[src/hdl/tfpsd_pkg.sv]
// Shared types and constants of the two-finger pinch and swipe detector.
// Depends on nothing; imported by the controller, the datapath and the top level.
`default_nettype none

package tfpsd_pkg;

  localparam int ThrW      = 10;
  localparam int SpcW      = 12;
  localparam int SwpW      = 12;
  localparam int CfgDataW  = 12;
  localparam int CfgIdxW   = 2;

  localparam logic [ThrW-1:0] PinchThrRst = 10'd10;
  localparam logic [SpcW-1:0] SpacingRst  = 12'd120;
  localparam logic [SwpW-1:0] SwipeThrRst = 12'd80;

  typedef enum logic [CfgIdxW-1:0] {
    CFG_PINCH_THRESHOLD   = 2'd0,
    CFG_SWIPE_MAX_SPACING = 2'd1,
    CFG_SWIPE_THRESHOLD   = 2'd2
  } cfg_idx_e;

  typedef enum logic [1:0] {
    PH_PRESSED    = 2'd0,
    PH_MOVED      = 2'd1,
    PH_STATIONARY = 2'd2,
    PH_RELEASED   = 2'd3
  } phase_e;

  typedef enum logic [2:0] {
    DIR_NONE  = 3'd0,
    DIR_RIGHT = 3'd1,
    DIR_LEFT  = 3'd2,
    DIR_DOWN  = 3'd3,
    DIR_UP    = 3'd4
  } dir_e;

  typedef enum logic [2:0] {
    MS_W       = 3'd0,
    MS_H       = 3'd1,
    MS_DX      = 3'd2,
    MS_DY      = 3'd3,
    MS_SPACING = 3'd4,
    MS_SWIPE   = 3'd5
  } mul_sel_e;

  typedef struct packed {
    logic [ThrW-1:0] pinch_threshold;
    logic [SpcW-1:0] swipe_max_spacing;
    logic [SwpW-1:0] swipe_threshold;
  } cfg_t;

  typedef struct packed {
    logic     load;
    logic     prep;
    logic     diff;
    logic     mul_en;
    mul_sel_e mul_sel;
    logic     root_load;
    logic     root_step;
    logic     delta;
    logic     commit;
  } cmd_t;

endpackage

`default_nettype wire

[src/hdl/tfpsd_ctrl.sv]
// Sequencing controller of the detector: accept, geometry, six squarings,
// digit-by-digit root, decision and result handoff. Uses tfpsd_pkg.
`default_nettype none

module tfpsd_ctrl #(
  parameter int COORD_BITS     = 16,
  parameter int DIST_FRAC_BITS = 4
) (
  input  wire              clk_i,
  input  wire              rst_ni,
  input  wire              in_valid_i,
  output logic             in_ready_o,
  input  wire              out_ready_i,
  output logic             out_valid_o,
  output tfpsd_pkg::cmd_t  cmd_o
);
  import tfpsd_pkg::*;

  localparam int RW  = COORD_BITS + 1 + DIST_FRAC_BITS;
  localparam int RCW = $clog2(RW);

  typedef enum logic [2:0] {
    S_IDLE, S_PREP, S_DIFF, S_MUL, S_RLOAD, S_ROOT, S_DELTA, S_DONE
  } state_e;

  state_e         state_q;
  mul_sel_e       mcnt_q;
  logic [RCW-1:0] rcnt_q;
  logic           out_valid_q;
  logic           commit;

  assign in_ready_o  = (state_q == S_IDLE);
  assign out_valid_o = out_valid_q;
  assign commit      = (state_q == S_DONE) && (!out_valid_q || out_ready_i);

  always_comb begin
    cmd_o           = '0;
    cmd_o.load      = (state_q == S_IDLE) && in_valid_i;
    cmd_o.prep      = (state_q == S_PREP);
    cmd_o.diff      = (state_q == S_DIFF);
    cmd_o.mul_en    = (state_q == S_MUL);
    cmd_o.mul_sel   = mcnt_q;
    cmd_o.root_load = (state_q == S_RLOAD);
    cmd_o.root_step = (state_q == S_ROOT);
    cmd_o.delta     = (state_q == S_DELTA);
    cmd_o.commit    = commit;
  end

  always_ff @(posedge clk_i or negedge rst_ni) begin
    if (!rst_ni) begin
      state_q     <= S_IDLE;
      mcnt_q      <= MS_W;
      rcnt_q      <= '0;
      out_valid_q <= 1'b0;
    end else begin
      if (commit) begin
        out_valid_q <= 1'b1;
      end else if (out_ready_i) begin
        out_valid_q <= 1'b0;
      end
      unique case (state_q)
        S_IDLE: begin
          if (in_valid_i) begin
            state_q <= S_PREP;
          end
        end
        S_PREP: state_q <= S_DIFF;
        S_DIFF: begin
          mcnt_q  <= MS_W;
          state_q <= S_MUL;
        end
        S_MUL: begin
          if (mcnt_q == MS_SWIPE) begin
            state_q <= S_RLOAD;
          end else begin
            mcnt_q <= mul_sel_e'(mcnt_q + 3'd1);
          end
        end
        S_RLOAD: begin
          rcnt_q  <= RCW'(RW - 1);
          state_q <= S_ROOT;
        end
        S_ROOT: begin
          if (rcnt_q == '0) begin
            state_q <= S_DELTA;
          end else begin
            rcnt_q <= rcnt_q - 1'b1;
          end
        end
        S_DELTA: state_q <= S_DONE;
        S_DONE: begin
          if (commit) begin
            state_q <= S_IDLE;
          end
        end
        default: state_q <= S_IDLE;
      endcase
    end
  end

  a_cmd_onehot: assert property (@(posedge clk_i) disable iff (!rst_ni)
    $onehot0({cmd_o.load, cmd_o.prep, cmd_o.diff, cmd_o.mul_en, cmd_o.root_load,
              cmd_o.root_step, cmd_o.delta, cmd_o.commit}))
    else $error("more than one datapath command in a cycle");

  a_commit_shows: assert property (@(posedge clk_i) disable iff (!rst_ni)
    commit |=> out_valid_q)
    else $error("committed word not presented");

  a_mul_to_root: assert property (@(posedge clk_i) disable iff (!rst_ni)
    (state_q == S_MUL && mcnt_q == MS_SWIPE) |=> state_q == S_RLOAD)
    else $error("squaring sequence did not hand over to the root");

  a_ready_idle_only: assert property (@(posedge clk_i) disable iff (!rst_ni)
    (in_valid_i && in_ready_o) |=> (state_q == S_PREP && !in_ready_o))
    else $error("accepted word did not start processing");

endmodule

`default_nettype wire

[src/hdl/tfpsd_datapath.sv]
// Datapath of the detector: frame registers, shared squaring multiplier,
// radix-2 root, gesture decision, gesture state and result register. Uses tfpsd_pkg.
`default_nettype none

module tfpsd_datapath #(
  parameter int COORD_BITS     = 16,
  parameter int DIST_FRAC_BITS = 4
) (
  input  wire                          clk_i,
  input  wire                          rst_ni,
  input  tfpsd_pkg::cmd_t              cmd_i,
  input  tfpsd_pkg::cfg_t              cfg_i,
  input  wire signed [COORD_BITS-1:0]  first_x_i,
  input  wire signed [COORD_BITS-1:0]  first_y_i,
  input  wire        [1:0]             first_phase_i,
  input  wire signed [COORD_BITS-1:0]  second_x_i,
  input  wire signed [COORD_BITS-1:0]  second_y_i,
  input  wire        [1:0]             second_phase_i,
  output logic                         pinch_began_o,
  output logic                         pinch_moved_o,
  output logic                         pinch_finished_o,
  output logic signed [COORD_BITS:0]   center_sum_x_o,
  output logic signed [COORD_BITS:0]   center_sum_y_o,
  output logic signed [COORD_BITS:0]   width_change_o,
  output logic signed [COORD_BITS:0]   height_change_o,
  output logic [2:0]                   swipe_dir_o
);
  import tfpsd_pkg::*;

  localparam int CB  = COORD_BITS;
  localparam int F   = DIST_FRAC_BITS;
  localparam int RW  = CB + 1 + F;
  localparam int RMW = RW + 3;
  localparam int SW  = 2 * RW;
  localparam int SQP = 2 * CB + 2;
  localparam int MW  = (CB + 2 > SwpW) ? CB + 2 : SwpW;
  localparam int AW  = 2 * MW + 2;
  localparam int DW  = (RW > ThrW + F) ? RW : ThrW + F;

  // frame
  logic signed [CB-1:0] x0_q, y0_q, x1_q, y1_q;
  logic                 rel_q, prs_q;
  logic        [CB-1:0] w_q, h_q;
  logic signed [CB:0]   cx_q, cy_q;
  logic signed [CB+1:0] dx_q, dy_q;
  logic        [CB+1:0] adx_q, ady_q;

  // squares
  logic [2*MW-1:0] prod_q;
  logic [2*MW-1:0] prod_d;
  logic [MW-1:0]   op;
  mul_sel_e        tag_q;
  logic            pvld_q;
  logic [AW-1:0]   sq_q, trav_q, spc_q, lim_q;

  // root
  logic [SW-1:0]   s_q;
  logic [RW-1:0]   r_q;
  logic [RMW-1:0]  rem_q;
  logic [RMW-1:0]  rem_sh, trial;
  logic [RW-1:0]   start_eff;
  logic [RW-1:0]   delta_q;

  // gesture state
  logic                 active_q, armed_q;
  logic [RW-1:0]        start_q;
  logic [CB-1:0]        prior_w_q, prior_h_q;
  logic signed [CB:0]   orig_x_q, orig_y_q;

  // result
  logic                 began_q, moved_q, finished_q;
  logic signed [CB:0]   ox_q, oy_q, dwo_q, dho_q;
  dir_e                 dir_q;

  // decision
  logic               close, began, act_new, armed_eff, fire, armed_new;
  logic [DW-1:0]      thr_sh;
  logic signed [CB:0] ddx, ddy, aw, ah, dw, dh;
  logic signed [CB+1:0] ndx, ndy;
  dir_e               dir;

  assign ddx = (CB+1)'(x1_q) - (CB+1)'(x0_q);
  assign ddy = (CB+1)'(y1_q) - (CB+1)'(y0_q);
  assign aw  = ddx[CB] ? -ddx : ddx;
  assign ah  = ddy[CB] ? -ddy : ddy;
  assign ndx = (CB+2)'(cx_q) - (CB+2)'(orig_x_q);
  assign ndy = (CB+2)'(cy_q) - (CB+2)'(orig_y_q);

  always_ff @(posedge clk_i) begin
    if (cmd_i.load) begin
      x0_q  <= first_x_i;
      y0_q  <= first_y_i;
      x1_q  <= second_x_i;
      y1_q  <= second_y_i;
      rel_q <= (first_phase_i == PH_RELEASED) || (second_phase_i == PH_RELEASED);
      prs_q <= (first_phase_i == PH_PRESSED) || (second_phase_i == PH_PRESSED);
    end
    if (cmd_i.prep) begin
      w_q  <= aw[CB-1:0];
      h_q  <= ah[CB-1:0];
      cx_q <= (CB+1)'(x0_q) + (CB+1)'(x1_q);
      cy_q <= (CB+1)'(y0_q) + (CB+1)'(y1_q);
    end
    if (cmd_i.diff) begin
      dx_q  <= ndx;
      dy_q  <= ndy;
      adx_q <= ndx[CB+1] ? -ndx : ndx;
      ady_q <= ndy[CB+1] ? -ndy : ndy;
    end
  end

  always_comb begin
    unique case (cmd_i.mul_sel)
      MS_W:       op = MW'(w_q);
      MS_H:       op = MW'(h_q);
      MS_DX:      op = MW'(adx_q);
      MS_DY:      op = MW'(ady_q);
      MS_SPACING: op = MW'(cfg_i.swipe_max_spacing);
      MS_SWIPE:   op = MW'(cfg_i.swipe_threshold);
      default:    op = '0;
    endcase
  end

  assign prod_d = op * op;

  always_ff @(posedge clk_i or negedge rst_ni) begin
    if (!rst_ni) begin
      pvld_q <= 1'b0;
    end else begin
      pvld_q <= cmd_i.mul_en;
    end
  end

  always_ff @(posedge clk_i) begin
    if (cmd_i.mul_en) begin
      prod_q <= prod_d;
      tag_q  <= cmd_i.mul_sel;
    end
    if (pvld_q) begin
      unique case (tag_q)
        MS_W:       sq_q   <= AW'(prod_q);
        MS_H:       sq_q   <= sq_q + AW'(prod_q);
        MS_DX:      trav_q <= AW'(prod_q);
        MS_DY:      trav_q <= trav_q + AW'(prod_q);
        MS_SPACING: spc_q  <= AW'(prod_q);
        MS_SWIPE:   lim_q  <= AW'(prod_q) << 2;
        default:    lim_q  <= lim_q;
      endcase
    end
  end

  assign rem_sh    = {rem_q[RMW-3:0], s_q[SW-1:SW-2]};
  assign trial     = RMW'({r_q, 2'b01});
  assign start_eff = prs_q ? r_q : start_q;

  always_ff @(posedge clk_i) begin
    if (cmd_i.root_load) begin
      s_q   <= SW'(sq_q[SQP-1:0]) << (2 * F);
      r_q   <= '0;
      rem_q <= '0;
    end else if (cmd_i.root_step) begin
      s_q <= s_q << 2;
      if (rem_sh >= trial) begin
        rem_q <= rem_sh - trial;
        r_q   <= {r_q[RW-2:0], 1'b1};
      end else begin
        rem_q <= rem_sh;
        r_q   <= {r_q[RW-2:0], 1'b0};
      end
    end
    if (cmd_i.delta) begin
      delta_q <= (r_q > start_eff) ? r_q - start_eff : start_eff - r_q;
    end
  end

  assign close     = sq_q < spc_q;
  assign thr_sh    = DW'(cfg_i.pinch_threshold) << F;
  assign began     = !rel_q && !active_q && (DW'(delta_q) > thr_sh);
  assign act_new   = !rel_q && (active_q || began);
  assign armed_eff = prs_q ? close : armed_q;
  assign fire      = !rel_q && armed_eff && close && !prs_q && (trav_q > lim_q);
  assign armed_new = !rel_q && armed_eff && close && !fire;
  assign dw        = began ? '0 : $signed({1'b0, w_q}) - $signed({1'b0, prior_w_q});
  assign dh        = began ? '0 : $signed({1'b0, h_q}) - $signed({1'b0, prior_h_q});

  always_comb begin
    if (!fire) begin
      dir = DIR_NONE;
    end else if (adx_q > ady_q) begin
      dir = (!dx_q[CB+1] && dx_q != '0) ? DIR_RIGHT : DIR_LEFT;
    end else begin
      dir = (!dy_q[CB+1] && dy_q != '0) ? DIR_DOWN : DIR_UP;
    end
  end

  always_ff @(posedge clk_i or negedge rst_ni) begin
    if (!rst_ni) begin
      active_q  <= 1'b0;
      armed_q   <= 1'b0;
      start_q   <= '0;
      prior_w_q <= '0;
      prior_h_q <= '0;
      orig_x_q  <= '0;
      orig_y_q  <= '0;
    end else if (cmd_i.commit) begin
      active_q <= act_new;
      armed_q  <= armed_new;
      if (!rel_q && prs_q) begin
        start_q  <= r_q;
        orig_x_q <= cx_q;
        orig_y_q <= cy_q;
      end
      if (act_new) begin
        prior_w_q <= w_q;
        prior_h_q <= h_q;
      end
    end
  end

  always_ff @(posedge clk_i) begin
    if (cmd_i.commit) begin
      began_q    <= began;
      moved_q    <= act_new;
      finished_q <= rel_q && active_q;
      ox_q       <= act_new ? cx_q : '0;
      oy_q       <= act_new ? cy_q : '0;
      dwo_q      <= act_new ? dw : '0;
      dho_q      <= act_new ? dh : '0;
      dir_q      <= dir;
    end
  end

  assign pinch_began_o    = began_q;
  assign pinch_moved_o    = moved_q;
  assign pinch_finished_o = finished_q;
  assign center_sum_x_o   = ox_q;
  assign center_sum_y_o   = oy_q;
  assign width_change_o   = dwo_q;
  assign height_change_o  = dho_q;
  assign swipe_dir_o      = dir_q;

  a_fire_disarms: assert property (@(posedge clk_i) disable iff (!rst_ni)
    (cmd_i.commit && fire) |=> !armed_q)
    else $error("swipe stayed armed after firing");

  a_began_activates: assert property (@(posedge clk_i) disable iff (!rst_ni)
    (cmd_i.commit && began) |=> (active_q && pinch_moved_o))
    else $error("pinch start did not activate the pinch");

  a_release_clears: assert property (@(posedge clk_i) disable iff (!rst_ni)
    (cmd_i.commit && rel_q) |=> (!active_q && !armed_q && swipe_dir_o == DIR_NONE))
    else $error("release frame left gesture state set");

  a_product_tagged: assert property (@(posedge clk_i) disable iff (!rst_ni)
    pvld_q |-> $past(cmd_i.mul_en))
    else $error("product accumulated without a multiply");

endmodule

`default_nettype wire

[src/hdl/two_finger_pinch_swipe_detector.sv]
// Two-finger pinch and swipe detector top level: configuration registers,
// controller and datapath. Uses tfpsd_pkg, tfpsd_ctrl and tfpsd_datapath.
// Each word passes through accept, geometry, the 6 squarings on one multiplier, the
// one-bit-per-cycle root, the decision and the result handoff, in that order.
// A new word is accepted only once the previous one has been committed to the result register.
// Reset clears gesture state and loads thresholds 10, 120 and 80; no clearing pass.
`default_nettype none

module two_finger_pinch_swipe_detector #(
  parameter int COORD_BITS     = 16,
  parameter int DIST_FRAC_BITS = 4
) (
  input  wire                                 clk_i,
  input  wire                                 rst_ni,
  input  wire                                 cfg_we_i,
  input  wire [tfpsd_pkg::CfgIdxW-1:0]        cfg_idx_i,
  input  wire [tfpsd_pkg::CfgDataW-1:0]       cfg_data_i,
  input  wire                                 in_valid_i,
  output logic                                in_ready_o,
  input  wire signed [COORD_BITS-1:0]         first_x_i,
  input  wire signed [COORD_BITS-1:0]         first_y_i,
  input  wire        [1:0]                    first_phase_i,
  input  wire signed [COORD_BITS-1:0]         second_x_i,
  input  wire signed [COORD_BITS-1:0]         second_y_i,
  input  wire        [1:0]                    second_phase_i,
  output logic                                out_valid_o,
  input  wire                                 out_ready_i,
  output logic                                pinch_began_o,
  output logic                                pinch_moved_o,
  output logic                                pinch_finished_o,
  output logic signed [COORD_BITS:0]          center_sum_x_o,
  output logic signed [COORD_BITS:0]          center_sum_y_o,
  output logic signed [COORD_BITS:0]          width_change_o,
  output logic signed [COORD_BITS:0]          height_change_o,
  output logic [2:0]                          swipe_dir_o
);
  import tfpsd_pkg::*;

  cfg_t cfg_q;
  cmd_t cmd;

  always_ff @(posedge clk_i or negedge rst_ni) begin
    if (!rst_ni) begin
      cfg_q.pinch_threshold   <= PinchThrRst;
      cfg_q.swipe_max_spacing <= SpacingRst;
      cfg_q.swipe_threshold   <= SwipeThrRst;
    end else if (cfg_we_i) begin
      unique case (cfg_idx_i)
        CFG_PINCH_THRESHOLD:   cfg_q.pinch_threshold   <= cfg_data_i[ThrW-1:0];
        CFG_SWIPE_MAX_SPACING: cfg_q.swipe_max_spacing <= cfg_data_i[SpcW-1:0];
        CFG_SWIPE_THRESHOLD:   cfg_q.swipe_threshold   <= cfg_data_i[SwpW-1:0];
        default:               cfg_q                   <= cfg_q;
      endcase
    end
  end

  tfpsd_ctrl #(
    .COORD_BITS     (COORD_BITS),
    .DIST_FRAC_BITS (DIST_FRAC_BITS)
  ) u_ctrl (
    .clk_i       (clk_i),
    .rst_ni      (rst_ni),
    .in_valid_i  (in_valid_i),
    .in_ready_o  (in_ready_o),
    .out_ready_i (out_ready_i),
    .out_valid_o (out_valid_o),
    .cmd_o       (cmd)
  );

  tfpsd_datapath #(
    .COORD_BITS     (COORD_BITS),
    .DIST_FRAC_BITS (DIST_FRAC_BITS)
  ) u_datapath (
    .clk_i            (clk_i),
    .rst_ni           (rst_ni),
    .cmd_i            (cmd),
    .cfg_i            (cfg_q),
    .first_x_i        (first_x_i),
    .first_y_i        (first_y_i),
    .first_phase_i    (first_phase_i),
    .second_x_i       (second_x_i),
    .second_y_i       (second_y_i),
    .second_phase_i   (second_phase_i),
    .pinch_began_o    (pinch_began_o),
    .pinch_moved_o    (pinch_moved_o),
    .pinch_finished_o (pinch_finished_o),
    .center_sum_x_o   (center_sum_x_o),
    .center_sum_y_o   (center_sum_y_o),
    .width_change_o   (width_change_o),
    .height_change_o  (height_change_o),
    .swipe_dir_o      (swipe_dir_o)
  );

endmodule

`default_nettype wire

[config.mk]
export PLATFORM = sky130hd
export DESIGN_NAME = two_finger_pinch_swipe_detector
export DESIGN_NICKNAME = d
export VERILOG_FILES = /design/src/hdl/tfpsd_pkg.sv /design/src/hdl/tfpsd_ctrl.sv /design/src/hdl/tfpsd_datapath.sv /design/src/hdl/two_finger_pinch_swipe_detector.sv
export SDC_FILE = /design/constraint.sdc
export NUM_CORES = 2
export LEC_CHECK = 0
export BUFFER_PORTS_ARGS = -buffer_cell sky130_fd_sc_hd__buf_2
export CAP_MARGIN = 5
export CELL_PAD_IN_SITES_DETAIL_PLACEMENT = 1
export CELL_PAD_IN_SITES_GLOBAL_PLACEMENT = 1
export CORE_ASPECT_RATIO = 1.5
export CORE_MARGIN = 10
export CORE_UTILIZATION = 45
export CTS_CLUSTER_SIZE = 16
export DETAILED_ROUTE_END_ITERATION = 12
export PLACE_DENSITY = 0.76
export REMOVE_ABC_BUFFERS = 1
export SYNTH_ARGS = -nofsm -noshare
export SYNTH_HDL_FRONTEND = slang
export SYNTH_HIERARCHICAL = 1
export SYNTH_SLANG_ARGS = --single-unit
[constraint.sdc]
create_clock -name clk_i -period 22.2 [get_ports clk_i]
set_input_delay 1.11 -clock clk_i [delete_from_list [all_inputs] [get_ports clk_i]]
set_output_delay 1.11 -clock clk_i [all_outputs]
set_load 0.02 [all_outputs]
After elaboration in Yosys (flattened, before gate mapping):

Index checks and enable logic that the tools add are counted.

* $mul: 1
* bitwise logic cells: 1
* order comparisons: 6
* equal/unequal tests: 27
* add/subtract/negate cells: 19
* reductions and logical operators: 52
* muxes and demuxes: 28

Operators by type and width (count)
* $pmux 38 s2: 2
* $pmux 18 s6: 1
* $mux 42: 2
* $add 38x36->38: 2
* $sub 16x16->17: 4
* $mux 21: 2
* $sub 21x21->21: 2
* $gt 38x38->1: 1
* $lt 38x36->1: 1
* $mul 18x18->36: 1
* $neg 18->18: 2
* $reduce_bool 18->1: 2
* $sub 17x17->18: 2
* $add 16x16->17: 2
* $mux 17: 2
* $mux 16: 2
* $neg 16->16: 2
* $eq 3x3->1 const B: 8
* $ge 24x23->1: 1
* $pmux 3 s8: 1
* $mux 22: 1
* $reduce_and 2->1: 11
* $sub 22x22->22: 1
* $gt 21x14->1: 1
* 26 further kinds: 78

* flip-flop bits (word level): 699

Longest topological paths before layout:

* word-level depth: 8
* depth in mapped cells: 33

Hierarchy:

The synthesis kept the hierarchy.

Modules (own cells, without submodules)
* tfpsd_datapath: cells an instance 4699, area each 48133.7 um^2, instances 1, sequential area each 18517.8 um^2
* two_finger_pinch_swipe_detector: cells an instance 74, area each 1288.7 um^2, instances 1, sequential area each 860.8 um^2
* tfpsd_ctrl: cells an instance 76, area each 737.0 um^2, instances 1, sequential area each 300.3 um^2

Worst setup path before layout:

No wires, ideal clock.

* kind: input port to flip-flop
* from: input in_valid_i
* to: register u_datapath.prs_q, enable pin
* path slack: 13.725 ns
* path buffers: 0
* stages: 1
* data arrival time: 7.799 ns
* cells stage by stage: nor4b_1

* word-level cells in the longest chain between the ends: 1

Ends and longest elaborated chain
* start: declaration: line two_finger_pinch_swipe_detector.sv:18 `input wire in_valid_i,`
* $logic_and 1x1->1: line tfpsd_ctrl.sv:38 `cmd_o.load = (state_q == S_IDLE) && in_valid_i;`
* end signal: assignment: line tfpsd_datapath.sv:96 `prs_q <= (first_phase_i == PH_PRESSED) || (second_phase_i == PH_PRESSED);`
* end: declaration: line tfpsd_datapath.sv:42 `logic rel_q, prs_q;`

Every way passes these cells.
A chain may end at the register's enable or synchronous reset.

Worst setup path in the final report:

* from: register u_ctrl.mcnt_q[2]
* to: register u_datapath.prod_q[33], data pin

* word-level cells in the longest chain between the ends: 3

Ends and longest elaborated chain
* start: declaration: line tfpsd_ctrl.sv:27 `mul_sel_e mcnt_q;`
* start signal: assignment: line tfpsd_ctrl.sv:76 `mcnt_q <= mul_sel_e'(mcnt_q + 3'd1);`
* $eq 3x3->1, or another cell as far along: line tfpsd_datapath.sv:113 `unique case (cmd_i.mul_sel)`
* $pmux 18 s6 *: line tfpsd_datapath.sv:113
* $mul 18x18->36 *: line tfpsd_datapath.sv:124 `assign prod_d = op * op;`
* via u_datapath.prod_d[33]: line tfpsd_datapath.sv:50 `logic [2*MW-1:0] prod_d;`
* end signal: assignment: line tfpsd_datapath.sv:136 `prod_q <= prod_d;`
* end: declaration: line tfpsd_datapath.sv:49 `logic [2*MW-1:0] prod_q;`

The timed path passes the listed nets; every way through them passes the cells marked *.

==> impl_metrics.tcl <==
set metrics [dict create \
    ys_warn_count 6 \
    netlist_area_um2 50200 \
    synthMuxAreaShare_pct 5.18 \
    synth_top_area_share_pct 30.7 \
    drt-initial-drc-count 1476 \
    slew_headroom_pct 21.4 \
    clk_latency_ns 0.70 \
    synth_cell_types 98 \
    max_cap_viol_count 0 \
    status "finished clean" \
    setup_tns_ns 0 \
    num_io_pins 163 \
    cts-root-buf "clkbuf_16" \
    r2r-start "u_ctrl/mcnt_q[2]$_DFFE_PN0P_" \
    start_util_pct 45.1 \
    hold_viol 0 \
    r2r_end "u_datapath/prod_q[33]$_DFFE_PP_" \
    yosysMostFrequentCell "inv_1" \
    cts_tree "done" \
    ys_ff_latch 692 \
    first_pass_iters 5 \
    place.gp.congestion 0.931 \
    fill_cells 12300 \
    synth_edf_count 513 \
    antenna_found_initial 19 \
    required_ns 22.61 \
    grt_max_degree 79 \
    via_count 36200 \
    die-height_um 429 \
    reg2reg_slack_ns 13.08 \
    cts_sinks 692 \
    synth-compound-area-share_pct 12.6 \
    detail_route.wl_per_cell_um 21.1 \
    cp-start-kind "flip-flop" \
    grt_pass1_wl_um 219000 \
    worstPathArrival_ns 9.52 \
    synth_top_family_by_area "adder cells" \
    synth_cells 4849 \
    worstHoldPathType "in2async" \
    synth_xor_area_share_pct 4.87 \
    synth_fa_ha_area_share_pct 21.1 \
    setup_viol 0 \
    crit_type "reg2reg" \
    cts.hold.buffers_added 0 \
    routed_wl_um 137000 \
    critPathCaptureType "flip-flop" \
    die-area_um2 125000 \
    cts.clk_slew.worst_paths_ns 0.07 \
    h-tree-depth 3 \
    overflow 0 \
    die_x_um 293 \
    worstMarginPinSlew_ns 1.16 \
    critical_path_peak_fanout 30 \
    drcViolationCount 0 \
    coreArea_um2 111000 \
    synth_area_leaders "edfxtp_1 (31%), ha_1 (12%), fa_1 (9.2%), dfrtp_1 (6.4%), inv_1 (5.0%)" \
    antenna_left 0 \
    synth_area_leader_cell "edfxtp_1" \
    min_period_over_period_pct 41.1 \
    syn_to_final_growth_pct 9.76 \
    async_reset_ff_share_pct 19.7 \
    synth-seq-area-share_pct 39.2 \
    finalNetCount 5768 \
    max_freq_ghz 0.110 \
    fp-row-count 150 \
    fin_skew_ns 0.0411 \
    synthFlopType "edfxtp_1" \
    post_cts_buffers 0 \
    slew_viol_final 0 \
    fin_crit_ns 9.12 \
    drive_gt1_share_pct 10.7 \
    clk_path_buf_depth 3 \
    grt_pass1_vias 40400 \
    hpwl_um 108000 \
    rsz0062_at_grt "no" \
    port_buffers 162 \
    via_per_inst 5.59 \
    grt_usage_pct 21.7 \
    rr_worst_depth 25 \
    avgSynthCellArea_um2 10.3 \
    cts.repair.resized 0 \
    cts_buffers 74 \
    synth_common_cells "inv_1 (667), edfxtp_1 (513), ha_1 (476)" \
    yosys.area_share.simple_pct 10.7 \
]
-- area by class of cell --
| class | count | area (µm²) | area share, % |
|---|---|---|---|
| antenna | 1 | 2.50 | 0.00455 |
| sequential | 692 | 19700 | 35.7 |
| timing repair buffer | 195 | 1060 | 1.93 |
| multi-input combinational | 3335 | 27400 | 49.8 |
| inverter | 676 | 2540 | 4.61 |
| clock buffer | 96 | 2040 | 3.71 |
| tap | 1444 | 1810 | 3.28 |
| clock inverter | 42 | 518 | 0.941 |
-- critical path, stage by stage, from the launching register on --
cell and delay, ns:
dfrtp_1 0.95, nand2_1 0.38, o22ai_1 0.69, inv_1 0.45, nor2_1 0.28, inv_1 0.10
fa_1 0.55, inv_1 0.06, fa_1 0.49, inv_1 0.05, fa_1 0.47, inv_1 0.05
fa_1 0.50, fa_1 0.55, inv_1 0.06, fa_1 0.54, inv_1 0.04, ha_1 0.34
and3_1 0.24, a21boi_0 0.14, o311ai_1 0.62, a22o_1 0.31, o21ai_1 0.13, or2_2 0.33
a221o_1 0.34, xor2_1 0.14
-- per-layer routing --
metal / share of wire, % / global-route usage (%) / routed length [µm]
met1: 39 / 23.3 / 53000
met2: 54 / 41.7 / 73600
met3: 3.5 / 3.30 / 4840
met4: 3.9 / 9.07 / 5390
met5: 0.12 / 0 / 159
-- how the worst max path moves through the flow --
stage / start / to / slack (ns) / cells past startpoint
finish: u_ctrl/mcnt_q[2]$_DFFE_PN0P_ / u_datapath/prod_q[33]$_DFFE_PP_ / 13.08 / 25
global route: u_ctrl/mcnt_q[2]$_DFFE_PN0P_ / u_datapath/prod_q[33]$_DFFE_PP_ / 12.72 / 25
CTS: u_ctrl/mcnt_q[2]$_DFFE_PN0P_ / u_datapath/prod_q[33]$_DFFE_PP_ / 13.14 / 25
detailed placement: u_ctrl/mcnt_q[2]$_DFFE_PN0P_ / u_datapath/prod_q[33]$_DFFE_PP_ / 13.21 / 25
global placement: u_ctrl/mcnt_q[2]$_DFFE_PN0P_ / u_datapath/prod_q[33]$_DFFE_PP_ / 13.54 / 25
floorplan: out_ready_i / u_datapath/orig_x_q[10]$_DFFE_PN0P_ / 13.55 / 4
-- metrics by stage --
step                util (%)  area (µm²)  worst slack (ns)  hold slack, ns  instances
detailed placement      47.2       52500             13.21           0.470       6342
floorplan                  -       49500             13.55           0.449       4703
global route            49.5       55100             12.72           0.507       6480
global placement        47.2       52500             13.54           0.461       6342
finish                  49.6       55100             13.08           0.462       6481
CTS                     49.5       55100             13.14           0.458       6480
-- cell usage in the layout, fill, tap and decap left out, types with 161 or more instances in the layout --
cell type	Yosys	routed
nand2_1	335	334
nor2_1	339	337
edfxtp_1	513	513
xnor2_1	185	185
buf_2	12	161
fa_1	231	231
inv_1	667	667
ha_1	476	476
o21ai_0	245	245
a21oi_1	258	257
-- state kept, by name (all words and copies together), names as in the netlist, 17 cells and up --
| register | cells |
|---|---|
| u_datapath/lim_q | 35 |
| u_datapath/adx_q | 17 |
| u_datapath/prod_q | 35 |
| u_datapath/height_change_o | 17 |
| u_datapath/orig_y_q | 17 |
| u_datapath/width_change_o | 17 |
| u_datapath/s_q | 34 |
| u_datapath/dy_q | 18 |
| u_datapath/start_q | 21 |
| u_datapath/orig_x_q | 17 |
| u_datapath/r_q | 21 |
| u_datapath/trav_q | 38 |
| u_datapath/dx_q | 18 |
| u_datapath/rem_q | 22 |
| u_datapath/center_sum_x_o | 17 |
| u_datapath/center_sum_y_o | 17 |
| u_datapath/sq_q | 38 |
| u_datapath/delta_q | 21 |
| u_datapath/ady_q | 17 |
| cfg_q | 34 |
| u_datapath/spc_q | 35 |
-- cells by family after synthesis --
| family | Yosys count |
|---|---|
| AO/OA/AOI/OAI | 988 |
| XOR/XNOR | 279 |
| adder cells (fa/ha/maj) | 707 |
| buffers and inverters | 822 |
| flip-flops | 692 |
| multiplexers | 232 |
| AND/OR/NAND/NOR | 1129 |
Power is left out: the tool's default activity adds up to more than one toggle a clock period on the data nets, which glitch-free logic cannot reach.
